`src/sv/mix_hash_128_and_checksum_macros.svh`:
```
// Assertion macros for the mix_hash_128_and_checksum RTL.
// No dependencies. Expects clk_i and rst_ni in the scope of each use.
`ifndef MIX_HASH_128_AND_CHECKSUM_MACROS_SVH
`define MIX_HASH_128_AND_CHECKSUM_MACROS_SVH
`ifndef SYNTHESIS
// Same-cycle implication, disabled during reset
`define MH128_ASSERT_IMP(lbl, ante, cons, msg) \
  lbl: assert property (@(posedge clk_i) disable iff (!rst_ni) (ante) |-> (cons)) \
    else $error(msg);
// Next-cycle implication, disabled during reset
`define MH128_ASSERT_NXT(lbl, ante, cons, msg) \
  lbl: assert property (@(posedge clk_i) disable iff (!rst_ni) (ante) |=> (cons)) \
    else $error(msg);
`else
`define MH128_ASSERT_IMP(lbl, ante, cons, msg)
`define MH128_ASSERT_NXT(lbl, ante, cons, msg)
`endif
`endif

```
`src/sv/mh128_pkg.sv`:
```
// Shared types, constants and helper functions of the mix_hash_128_and_checksum block.
// No dependencies.
package mh128_pkg;

  // Finalizer multipliers, lane start values and checksum seed
  localparam logic [63:0] MIX_K1     = 64'hbf58476d1ce4e5b9;
  localparam logic [63:0] MIX_K2     = 64'h94d049bb133111eb;
  localparam logic [63:0] INIT_A     = 64'h243f6a8885a308d3;
  localparam logic [63:0] INIT_B     = 64'h13198a2e03707344;
  localparam logic [63:0] CHECK_SEED = 64'ha5a5a5a5d3c1b2e7;

  // Stream widths
  localparam int unsigned S_TDATA_W = 232;
  localparam int unsigned S_TUSER_W = 2;
  localparam int unsigned M_TDATA_W = 128;

  // Block and word sizes in bytes
  localparam logic [4:0] BLOCK_BYTES = 5'd16;
  localparam logic [4:0] WORD_BYTES  = 5'd8;

  // Request to the finalizer unit
  typedef struct packed {
    logic        start;
    logic [63:0] arg;
  } fmix_req_t;

  // Response from the finalizer unit
  typedef struct packed {
    logic        busy;
    logic        done;
    logic [63:0] res;
  } fmix_rsp_t;

  // Rotate left by a constant amount in 1..63
  function automatic logic [63:0] rotl64(input logic [63:0] v, input int unsigned n);
    return (v << n) | (v >> (64 - n));
  endfunction

  // Zero all bytes at or above index n
  function automatic logic [63:0] keep_bytes(input logic [63:0] w, input logic [4:0] n);
    logic [63:0] r;
    r = w;
    for (int i = 0; i < 8; i++) begin
      if (5'(i) >= n) r[8*i +: 8] = 8'h00;
    end
    return r;
  endfunction

endpackage

```
`src/sv/mix_hash_128_and_checksum.sv`:
```
// Top level of the 128-bit hash / 64-bit checksum block: stream ports, block
// sequencer and lane state. Uses mh128_pkg and mh128_fmix.
`include "mix_hash_128_and_checksum_macros.svh"

// Takes one 16-byte block per input item and returns one result item after a
// block marked last. All lane arithmetic goes through one finalizer unit built
// on a single 32x32 multiplier; each finalizer pass runs two 64-bit multiplies
// of three partial products each, plus load and handoff.
// A block that is neither first nor a short last block takes two passes.
// A first block adds two passes. A last block adds four passes and the push
// step, five passes in checksum mode. The input is not ready while a block is in
// work; a finished result waits in the output register and the next item is
// taken meanwhile.
module mix_hash_128_and_checksum #(
  parameter int unsigned LENGTH_WIDTH = 32
) (
  input  logic                              clk_i,
  input  logic                              rst_ni,
  input  logic                              s_axis_tvalid_i,
  output logic                              s_axis_tready_o,
  // [63:0] word_lo, [127:64] word_hi, [132:128] valid_bytes,
  // [164:133] total_bytes, [228:165] seed_value, [231:229] zero
  input  logic [mh128_pkg::S_TDATA_W-1:0]   s_axis_tdata_i,
  // [0] operation, [1] first
  input  logic [mh128_pkg::S_TUSER_W-1:0]   s_axis_tuser_i,
  input  logic                              s_axis_tlast_i,
  output logic                              m_axis_tvalid_o,
  input  logic                              m_axis_tready_i,
  // [63:0] digest_lo, [127:64] digest_hi
  output logic [mh128_pkg::M_TDATA_W-1:0]   m_axis_tdata_o,
  // [0] length_error
  output logic                              m_axis_tuser_o
);
  import mh128_pkg::*;

  typedef enum logic [3:0] {
    S_IDLE,
    S_INIT_A,
    S_INIT_B,
    S_BLK_A,
    S_BLK_B,
    S_FIN_A,
    S_FIN_B,
    S_H0,
    S_H1,
    S_CHK,
    S_PUSH
  } state_e;

  state_e                  state_q;
  logic                    kick_q;
  logic                    kick_d;
  logic [63:0]             lane_a_q;
  logic [63:0]             lane_b_q;
  logic [LENGTH_WIDTH-1:0] bytes_seen_q;
  logic [LENGTH_WIDTH-1:0] length_latched_q;
  logic                    mode_latched_q;
  logic                    error_seen_q;
  logic [63:0]             seed_q;
  logic [63:0]             x_q;
  logic [63:0]             y_q;
  logic [4:0]              v_q;
  logic                    last_q;
  logic                    full_q;
  logic                    res_err_q;
  logic [63:0]             res_lo_q;
  logic [63:0]             res_hi_q;
  logic                    m_valid_q;
  logic                    m_valid_d;
  logic [M_TDATA_W-1:0]    m_data_q;
  logic                    m_err_q;

  // Input fields
  logic        in_op;
  logic        in_first;
  logic        in_last;
  logic [63:0] in_word_lo;
  logic [63:0] in_word_hi;
  logic [4:0]  in_valid_bytes;
  logic [31:0] in_total_bytes;
  logic [63:0] in_seed;

  assign in_op          = s_axis_tuser_i[0];
  assign in_first       = s_axis_tuser_i[1];
  assign in_last        = s_axis_tlast_i;
  assign in_word_lo     = s_axis_tdata_i[63:0];
  assign in_word_hi     = s_axis_tdata_i[127:64];
  assign in_valid_bytes = s_axis_tdata_i[132:128];
  assign in_total_bytes = s_axis_tdata_i[164:133];
  assign in_seed        = s_axis_tdata_i[228:165];

  logic s_accept;
  assign s_axis_tready_o = (state_q == S_IDLE);
  assign s_accept        = s_axis_tvalid_i && s_axis_tready_o;

  // Accept-time bookkeeping: clamp, mask, count and error flags
  logic                    bad_count;
  logic [4:0]              v_clamp;
  logic                    full_in;
  logic [63:0]             x_in;
  logic [63:0]             y_in;
  logic [63:0]             len_mask;
  logic [63:0]             len_full;
  logic [LENGTH_WIDTH-1:0] length_latched_d;
  logic [LENGTH_WIDTH-1:0] bytes_base;
  logic [LENGTH_WIDTH:0]   bytes_sum;
  logic [LENGTH_WIDTH-1:0] bytes_seen_d;
  logic                    error_seen_d;
  logic                    res_err_d;
  logic [63:0]             seed_d;

  assign bad_count = (in_valid_bytes > BLOCK_BYTES);
  assign v_clamp   = bad_count ? BLOCK_BYTES : in_valid_bytes;
  assign full_in   = (v_clamp == BLOCK_BYTES);
  assign x_in      = keep_bytes(in_word_lo, v_clamp);
  assign y_in      = (v_clamp > WORD_BYTES) ? keep_bytes(in_word_hi, v_clamp - WORD_BYTES)
                                            : 64'd0;

  assign len_mask         = {64{1'b1}} >> (64 - LENGTH_WIDTH);
  assign len_full         = {32'b0, in_total_bytes} & len_mask;
  assign length_latched_d = in_first ? len_full[LENGTH_WIDTH-1:0] : length_latched_q;
  assign seed_d           = in_seed ^ (in_op ? CHECK_SEED : 64'd0);

  assign bytes_base   = in_first ? '0 : bytes_seen_q;
  assign bytes_sum    = {1'b0, bytes_base} + {{(LENGTH_WIDTH-4){1'b0}}, v_clamp};
  assign bytes_seen_d = bytes_sum[LENGTH_WIDTH] ? {LENGTH_WIDTH{1'b1}}
                                                : bytes_sum[LENGTH_WIDTH-1:0];
  assign error_seen_d = (in_first ? 1'b0 : error_seen_q) | bad_count |
                        (!in_last && !full_in) | bytes_sum[LENGTH_WIDTH];
  assign res_err_d    = error_seen_d || (bytes_seen_d != length_latched_d);

  // Finalizer operand per step
  logic [63:0] len_ext;
  logic [63:0] rem;
  logic [63:0] t0;
  logic [63:0] t1;
  fmix_req_t   freq;
  fmix_rsp_t   frsp;

  assign len_ext = 64'(length_latched_q);
  assign rem     = full_q ? 64'd0 : {59'd0, v_q};
  assign t0      = full_q ? 64'd0 : x_q;
  assign t1      = full_q ? 64'd0 : y_q;

  always_comb begin
    freq.start = kick_q;
    unique case (state_q)
      S_INIT_A: freq.arg = INIT_A ^ seed_q ^ len_ext;
      S_INIT_B: freq.arg = INIT_B + seed_q + (len_ext << 1);
      S_BLK_A:  freq.arg = lane_a_q ^ x_q ^ rotl64(y_q, 17);
      S_BLK_B:  freq.arg = lane_b_q ^ y_q ^ rotl64(x_q, 31);
      S_FIN_A:  freq.arg = lane_a_q ^ t0 ^ rem;
      S_FIN_B:  freq.arg = lane_b_q ^ t1 ^ rotl64(rem, 13);
      S_H0:     freq.arg = lane_a_q;
      S_H1:     freq.arg = lane_b_q;
      S_CHK:    freq.arg = res_lo_q ^ rotl64(res_hi_q, 29) ^ len_ext;
      default:  freq.arg = 64'd0;
    endcase
  end

  // Start of the next finalizer pass
  always_comb begin
    unique case (state_q) inside
      S_IDLE:                                           kick_d = s_accept;
      S_INIT_A, S_INIT_B, S_BLK_A, S_FIN_A, S_FIN_B, S_H0: kick_d = frsp.done;
      S_BLK_B:                                          kick_d = frsp.done && last_q;
      S_H1:                                             kick_d = frsp.done && mode_latched_q;
      default:                                          kick_d = 1'b0;
    endcase
  end

  // Output valid: set by the push step, cleared when the item is taken
  assign m_valid_d = (state_q == S_PUSH) || (m_valid_q && !m_axis_tready_i);

  mh128_fmix u_fmix (
    .clk_i  (clk_i),
    .rst_ni (rst_ni),
    .req_i  (freq),
    .rsp_o  (frsp)
  );

  // Cross mix of the lanes after the tail pass
  logic [63:0] fin_a;
  logic [63:0] fin_b;
  assign fin_a = lane_a_q ^ rotl64(frsp.res, 23);
  assign fin_b = frsp.res ^ rotl64(fin_a, 41);

  // Sequencer, lane state and output register
  always_ff @(posedge clk_i or negedge rst_ni) begin
    if (!rst_ni) begin
      state_q          <= S_IDLE;
      kick_q           <= 1'b0;
      lane_a_q         <= '0;
      lane_b_q         <= '0;
      bytes_seen_q     <= '0;
      length_latched_q <= '0;
      mode_latched_q   <= 1'b0;
      error_seen_q     <= 1'b0;
      seed_q           <= '0;
      x_q              <= '0;
      y_q              <= '0;
      v_q              <= '0;
      last_q           <= 1'b0;
      full_q           <= 1'b0;
      res_err_q        <= 1'b0;
      res_lo_q         <= '0;
      res_hi_q         <= '0;
      m_valid_q        <= 1'b0;
      m_data_q         <= '0;
      m_err_q          <= 1'b0;
    end else begin
      kick_q    <= kick_d;
      m_valid_q <= m_valid_d;
      unique case (state_q)
        S_IDLE: begin
          if (s_accept) begin
            bytes_seen_q     <= bytes_seen_d;
            length_latched_q <= length_latched_d;
            error_seen_q     <= error_seen_d;
            res_err_q        <= res_err_d;
            x_q              <= x_in;
            y_q              <= y_in;
            v_q              <= v_clamp;
            last_q           <= in_last;
            full_q           <= full_in;
            if (in_first) begin
              seed_q         <= seed_d;
              mode_latched_q <= in_op;
            end
            if (in_first) state_q <= S_INIT_A;
            else if (!in_last || full_in) state_q <= S_BLK_A;
            else state_q <= S_FIN_A;
          end
        end
        S_INIT_A: begin
          if (frsp.done) begin
            lane_a_q <= frsp.res;
            state_q  <= S_INIT_B;
          end
        end
        S_INIT_B: begin
          if (frsp.done) begin
            lane_b_q <= frsp.res;
            state_q  <= (!last_q || full_q) ? S_BLK_A : S_FIN_A;
          end
        end
        S_BLK_A: begin
          if (frsp.done) begin
            lane_a_q <= frsp.res;
            state_q  <= S_BLK_B;
          end
        end
        S_BLK_B: begin
          if (frsp.done) begin
            lane_b_q <= frsp.res;
            if (last_q) begin
              state_q <= S_FIN_A;
            end else begin
              state_q <= S_IDLE;
            end
          end
        end
        S_FIN_A: begin
          if (frsp.done) begin
            lane_a_q <= frsp.res;
            state_q  <= S_FIN_B;
          end
        end
        S_FIN_B: begin
          if (frsp.done) begin
            lane_a_q <= fin_a;
            lane_b_q <= fin_b;
            state_q  <= S_H0;
          end
        end
        S_H0: begin
          if (frsp.done) begin
            res_lo_q <= frsp.res;
            state_q  <= S_H1;
          end
        end
        S_H1: begin
          if (frsp.done) begin
            res_hi_q <= frsp.res;
            if (mode_latched_q) begin
              state_q <= S_CHK;
            end else begin
              state_q <= S_PUSH;
            end
          end
        end
        S_CHK: begin
          if (frsp.done) begin
            res_lo_q <= frsp.res;
            res_hi_q <= 64'd0;
            state_q  <= S_PUSH;
          end
        end
        S_PUSH: begin
          if (!m_valid_q || m_axis_tready_i) begin
            m_data_q  <= {res_hi_q, res_lo_q};
            m_err_q   <= res_err_q;
            state_q   <= S_IDLE;
          end
        end
        default: state_q <= S_IDLE;
      endcase
    end
  end

  assign m_axis_tvalid_o = m_valid_q;
  assign m_axis_tdata_o  = m_data_q;
  assign m_axis_tuser_o  = m_err_q;

  `MH128_ASSERT_NXT(a_accept_busy, s_accept, !s_axis_tready_o && kick_q,
                    "block accepted without starting work")
  `MH128_ASSERT_IMP(a_done_in_step, frsp.done, state_q != S_IDLE && state_q != S_PUSH,
                    "finalizer result with no step waiting")
  `MH128_ASSERT_IMP(a_kick_idle_unit, kick_q, !frsp.busy, "finalizer kicked while busy")
  `MH128_ASSERT_IMP(a_result_from_push, $rose(m_axis_tvalid_o), $past(state_q == S_PUSH),
                    "result item raised outside the push step")

endmodule

```
`src/sv/mh128_fmix.sv`:
```
// Iterative splitmix64 finalizer: two 64-bit multiplies, each built from
// three 32x32 partial products on one shared multiplier. Uses mh128_pkg.
`include "mix_hash_128_and_checksum_macros.svh"

module mh128_fmix (
  input  logic                  clk_i,
  input  logic                  rst_ni,
  input  mh128_pkg::fmix_req_t  req_i,
  output mh128_pkg::fmix_rsp_t  rsp_o
);
  import mh128_pkg::*;

  typedef enum logic {
    F_IDLE,
    F_RUN
  } fstate_e;

  fstate_e     state_q;
  logic [1:0]  phase_q;
  logic        second_q;
  logic [63:0] v_q;
  logic [63:0] acc_q;
  logic [63:0] res_q;
  logic        done_q;

  logic [63:0] k;
  logic [31:0] mul_a;
  logic [31:0] mul_b;
  logic [63:0] prod;
  logic [63:0] prod_sh;
  logic [63:0] p_sum;

  // Operand select for the shared 32x32 multiplier:
  // phase 0 lo*lo, phase 1 lo*hi, phase 2 hi*lo
  assign k       = second_q ? MIX_K2 : MIX_K1;
  assign mul_a   = (phase_q == 2'd2) ? v_q[63:32] : v_q[31:0];
  assign mul_b   = (phase_q == 2'd1) ? k[63:32] : k[31:0];
  assign prod    = {32'b0, mul_a} * {32'b0, mul_b};
  assign prod_sh = {prod[31:0], 32'b0};
  assign p_sum   = acc_q + prod_sh;

  // Sequencer and datapath registers
  always_ff @(posedge clk_i or negedge rst_ni) begin
    if (!rst_ni) begin
      state_q  <= F_IDLE;
      phase_q  <= 2'd0;
      second_q <= 1'b0;
      v_q      <= '0;
      acc_q    <= '0;
      res_q    <= '0;
      done_q   <= 1'b0;
    end else begin
      // done is registered from the last phase of the second multiply, together with the result
      done_q <= (state_q == F_RUN) && (phase_q >= 2'd2) && second_q;
      unique case (state_q)
        F_IDLE: begin
          if (req_i.start) begin
            v_q      <= req_i.arg ^ (req_i.arg >> 30);
            phase_q  <= 2'd0;
            second_q <= 1'b0;
            state_q  <= F_RUN;
          end
        end
        F_RUN: begin
          unique case (phase_q)
            2'd0: begin
              acc_q   <= prod;
              phase_q <= 2'd1;
            end
            2'd1: begin
              acc_q   <= p_sum;
              phase_q <= 2'd2;
            end
            default: begin
              phase_q <= 2'd0;
              if (!second_q) begin
                v_q      <= p_sum ^ (p_sum >> 27);
                second_q <= 1'b1;
              end else begin
                res_q   <= p_sum ^ (p_sum >> 31);
                state_q <= F_IDLE;
              end
            end
          endcase
        end
        default: state_q <= F_IDLE;
      endcase
    end
  end

  assign rsp_o.busy = (state_q == F_RUN);
  assign rsp_o.done = done_q;
  assign rsp_o.res  = res_q;

  `MH128_ASSERT_IMP(a_start_idle, req_i.start, state_q == F_IDLE, "fmix started while busy")
  `MH128_ASSERT_NXT(a_done_pulse, done_q, !done_q, "fmix done held longer than a cycle")
  `MH128_ASSERT_NXT(a_start_no_done, req_i.start, !done_q && state_q == F_RUN,
                    "fmix finished too early")

endmodule

```
`config.mk`:
```
export PLATFORM = sky130hd
export DESIGN_NAME = mix_hash_128_and_checksum
export DESIGN_NICKNAME = d
export VERILOG_FILES = /design/src/sv/mh128_pkg.sv /design/src/sv/mix_hash_128_and_checksum.sv /design/src/sv/mh128_fmix.sv
export VERILOG_INCLUDE_DIRS = /design/src /design/src/sv
export SDC_FILE = /design/constraint.sdc
export NUM_CORES = 2
export LEC_CHECK = 0
export ABC_AREA = 0
export ABC_CLOCK_PERIOD_IN_PS = 31500
export BUFFER_PORTS_ARGS = -buffer_cell sky130_fd_sc_hd__buf_4
export CORE_MARGIN = 2
export CORE_UTILIZATION = 60
export CTS_CLUSTER_SIZE = 20
export DETAILED_ROUTE_END_ITERATION = 6
export PLACE_DENSITY = 0.78
export SYNTH_ARGS = -nofsm -noshare
export SYNTH_HDL_FRONTEND = slang
export SYNTH_HIERARCHICAL = 1
export SYNTH_SLANG_ARGS = --single-unit
```
`constraint.sdc`:
```
create_clock -name clk_i -period 31.5 [get_ports clk_i]
set_clock_uncertainty 0.1 [all_clocks]
set_input_delay 7.875 -clock clk_i [delete_from_list [all_inputs] [get_ports clk_i]]
set_output_delay 7.875 -clock clk_i [all_outputs]
set_load 0.01 [all_outputs]
```
==> impl_results.md <==
* Starting Density at between 60% and 70%
* Final setup vio count at 0
* Tcrit/Tclk final at 43.54%
* RSZ-0062 raised after global routing: false
* CTS clk-pin slew, worst paths at about 0.07 ns
* Worst Path Max Fanout at 20
* Final min period at approximately 14 ns
* # fillers at approximately 10000
* Drc violations at 37
* Avg Inst Size Synth at 9.600 um^2
* Hold-fix buffer count after cts at 0
* Global-route wire length before repair at 499500 um
* Largest register FFs at ~130
* Setup bufs post-CTS at 0
* Final HPWL DP at around 280000 um
* CP Launch Point: u_fmix/phase_q[0]$_DFFE_PN0P_
* Wire per inst at about 34 um
* RePlAce Congestion at 1.137
* Port Buf Inserts at ~370
* Yosys Warn Count at 6
* Via count at 69410
* Arr. time, crit path at ~14 ns
* Final Max Slew Viols at 5
* Slew margin rel. at -12.42%
* Layout cells sized above 1 at between 10% and 20%
* Worst Hold Class: reg2reg
* Largest net degree at the start of global routing at 177
* Setup crit start kind: flip-flop
* Post-Route Setup TNS at 0 ns
* Core ar. at between 100000 and 150000 um^2
* DIE HEIGHT at approximately 370 um
* Final Hold Fails at 0
* Worst-Margin Slew at 1.674 ns
* Clock buffer count from CTS at 86
* Pre-CTS setup slack at 18.24 ns
* Vias per cell at approximately 6.7
* Worst reg2reg setup slack at about 18 ns
* Crit-path slowest cell: xor2_1
* GR Overflow Total at 0
* Initial antenna violation count at just over 50
* Syn_nets at around 9800
* Nets@finish at roughly 10000
* Resize count post-CTS at 0
* Critical Path End: u_fmix/v_q[63]$_DFFE_PN0P_
* Failing checks: DRC, capacitance limit, slew limit
* R2R depth at 36
* Max-cap violations at 3
* Die Area at between 100000 and 150000 um^2
* GRT Util Overall at between 50% and 60%
* Number of global-route vias before repair at approximately 70000
* Die width at 368.9 um
* Final setup margin at 17.79 ns
* R2r endpoint: u_fmix/v_q[63]$_DFFE_PN0P_
* CP Data Required Time at about 32 ns
* Status: finished with violations
* Setup CP Type: reg2reg
* CTS H-Tree Depth at 3
* CTS max path bufs at 3
* Final ANT Viol Nets at 0
* Clock root buffer: clkbuf_16
* Rows at between 100 and 150
* Fmax at around 73 MHz
* DR iter-0 viols at roughly 9700
* Worst-Skew Late Latency at a little under 0.8 ns
* Setup crit end kind: flip-flop
* Final wirelength at 353600 um
* CP dominant cell by count: fa_1
* P&R area growth vs syn at 9.699%
* Cell Area, Synth at around 80000 um^2
* TritonCTS Sinks at around 850
* IO Pins at 370
* CTS tree: built
* Pre-antenna DRT Iters at 7
* FF-to-FF Start: u_fmix/phase_q[0]$_DFFE_PN0P_
* CP peak stage delay at approximately 0.76 ns
* Post-Synthesis Cells at 8323
cell usage in the layout (no fill, tap or decap), types with 27 or more instances in the layout:
cell,n
a211oi_1,32
a21o_1,88
a21oi_1,267
a221oi_1,53
a22o_1,236
a31oi_1,96
and2_1,38
and3_1,27
buf_4,474
clkbuf_16,86
dfrtp_1,851
diode_2,35
fa_1,820
ha_1,455
inv_1,1031
mux2_2,292
mux2i_1,58
nand2_1,810
nand2b_1,48
nand3_1,86
nand3b_1,70
nand4_1,35
nor2_1,512
nor2b_1,132
nor3_1,83
o211ai_1,30
o21a_1,37
o21ai_0,443
o22ai_1,124
xnor2_1,565
xor2_1,251
layout make-up:
class                      count  area [um^2]  share of cell area [%]
inverter                    1033         3877                   4.424
clock inverter                35        553.0                  0.6309
clock buffer                 120         2410                   2.749
antenna                       35        87.58                 0.09992
timing repair buffer         482         3695                   4.215
sequential                   854        21380                   24.39
multi-input combinational   6039        53460                   60.99
tap                         1755         2196                   2.505
worst max-delay path: cells and delay by family, from the launching register on:
family / cells / cell delay [ns]
adder cells (fa/ha/maj): 10 / 5.11
buffers and inverters: 7 / 1.91
multiplexers: 2 / 1.03
AND/OR/NAND/NOR: 6 / 1.77
XOR/XNOR: 2 / 1.01
AO/OA/AOI/OAI: 9 / 2.30
flip-flops: 1 / 0.37
worst min-delay path by stage:
stage          slack, ns                     endpoint  depth (start not counted)                   startpoint
5_1_grt             0.40  bytes_seen_q[1]$_DFFE_PN0P_                          2  bytes_seen_q[1]$_DFFE_PN0P_
3_3_place_gp        0.35  bytes_seen_q[1]$_DFFE_PN0P_                          2  bytes_seen_q[1]$_DFFE_PN0P_
3_5_place_dp        0.35  bytes_seen_q[4]$_DFFE_PN0P_                          2  bytes_seen_q[4]$_DFFE_PN0P_
4_1_cts             0.37  bytes_seen_q[4]$_DFFE_PN0P_                          2  bytes_seen_q[4]$_DFFE_PN0P_
2_1_floorplan       0.33  bytes_seen_q[1]$_DFFE_PN0P_                          2  bytes_seen_q[1]$_DFFE_PN0P_
6_report            0.38  bytes_seen_q[4]$_DFFE_PN0P_                          2  bytes_seen_q[4]$_DFFE_PN0P_
routing by layer:
metal  vias up  track usage, %  part of all wire [%]
met1     34110           59.25                    32
met5         -               0                 0.064
li1      28090               -                     -
met3      1674           17.16                    12
met2      5510           77.55                    43
met4        30           50.02                    12
metrics by stage:
stage	utilization, %	std cells	instance area [um^2]	hold slack (ns)
CTS	66.31	10310	87390	0.3689
global route	66.44	10320	87570	0.4037
global placement	64.06	10160	84420	0.3466
floorplan	-	8323	79900	0.3309
detailed placement	64.06	10160	84420	0.3529
finish	66.51	10350	87650	0.3786
Power is not shown: default switching activity piles up to over one toggle a cycle in this logic, so the estimate is an artifact.
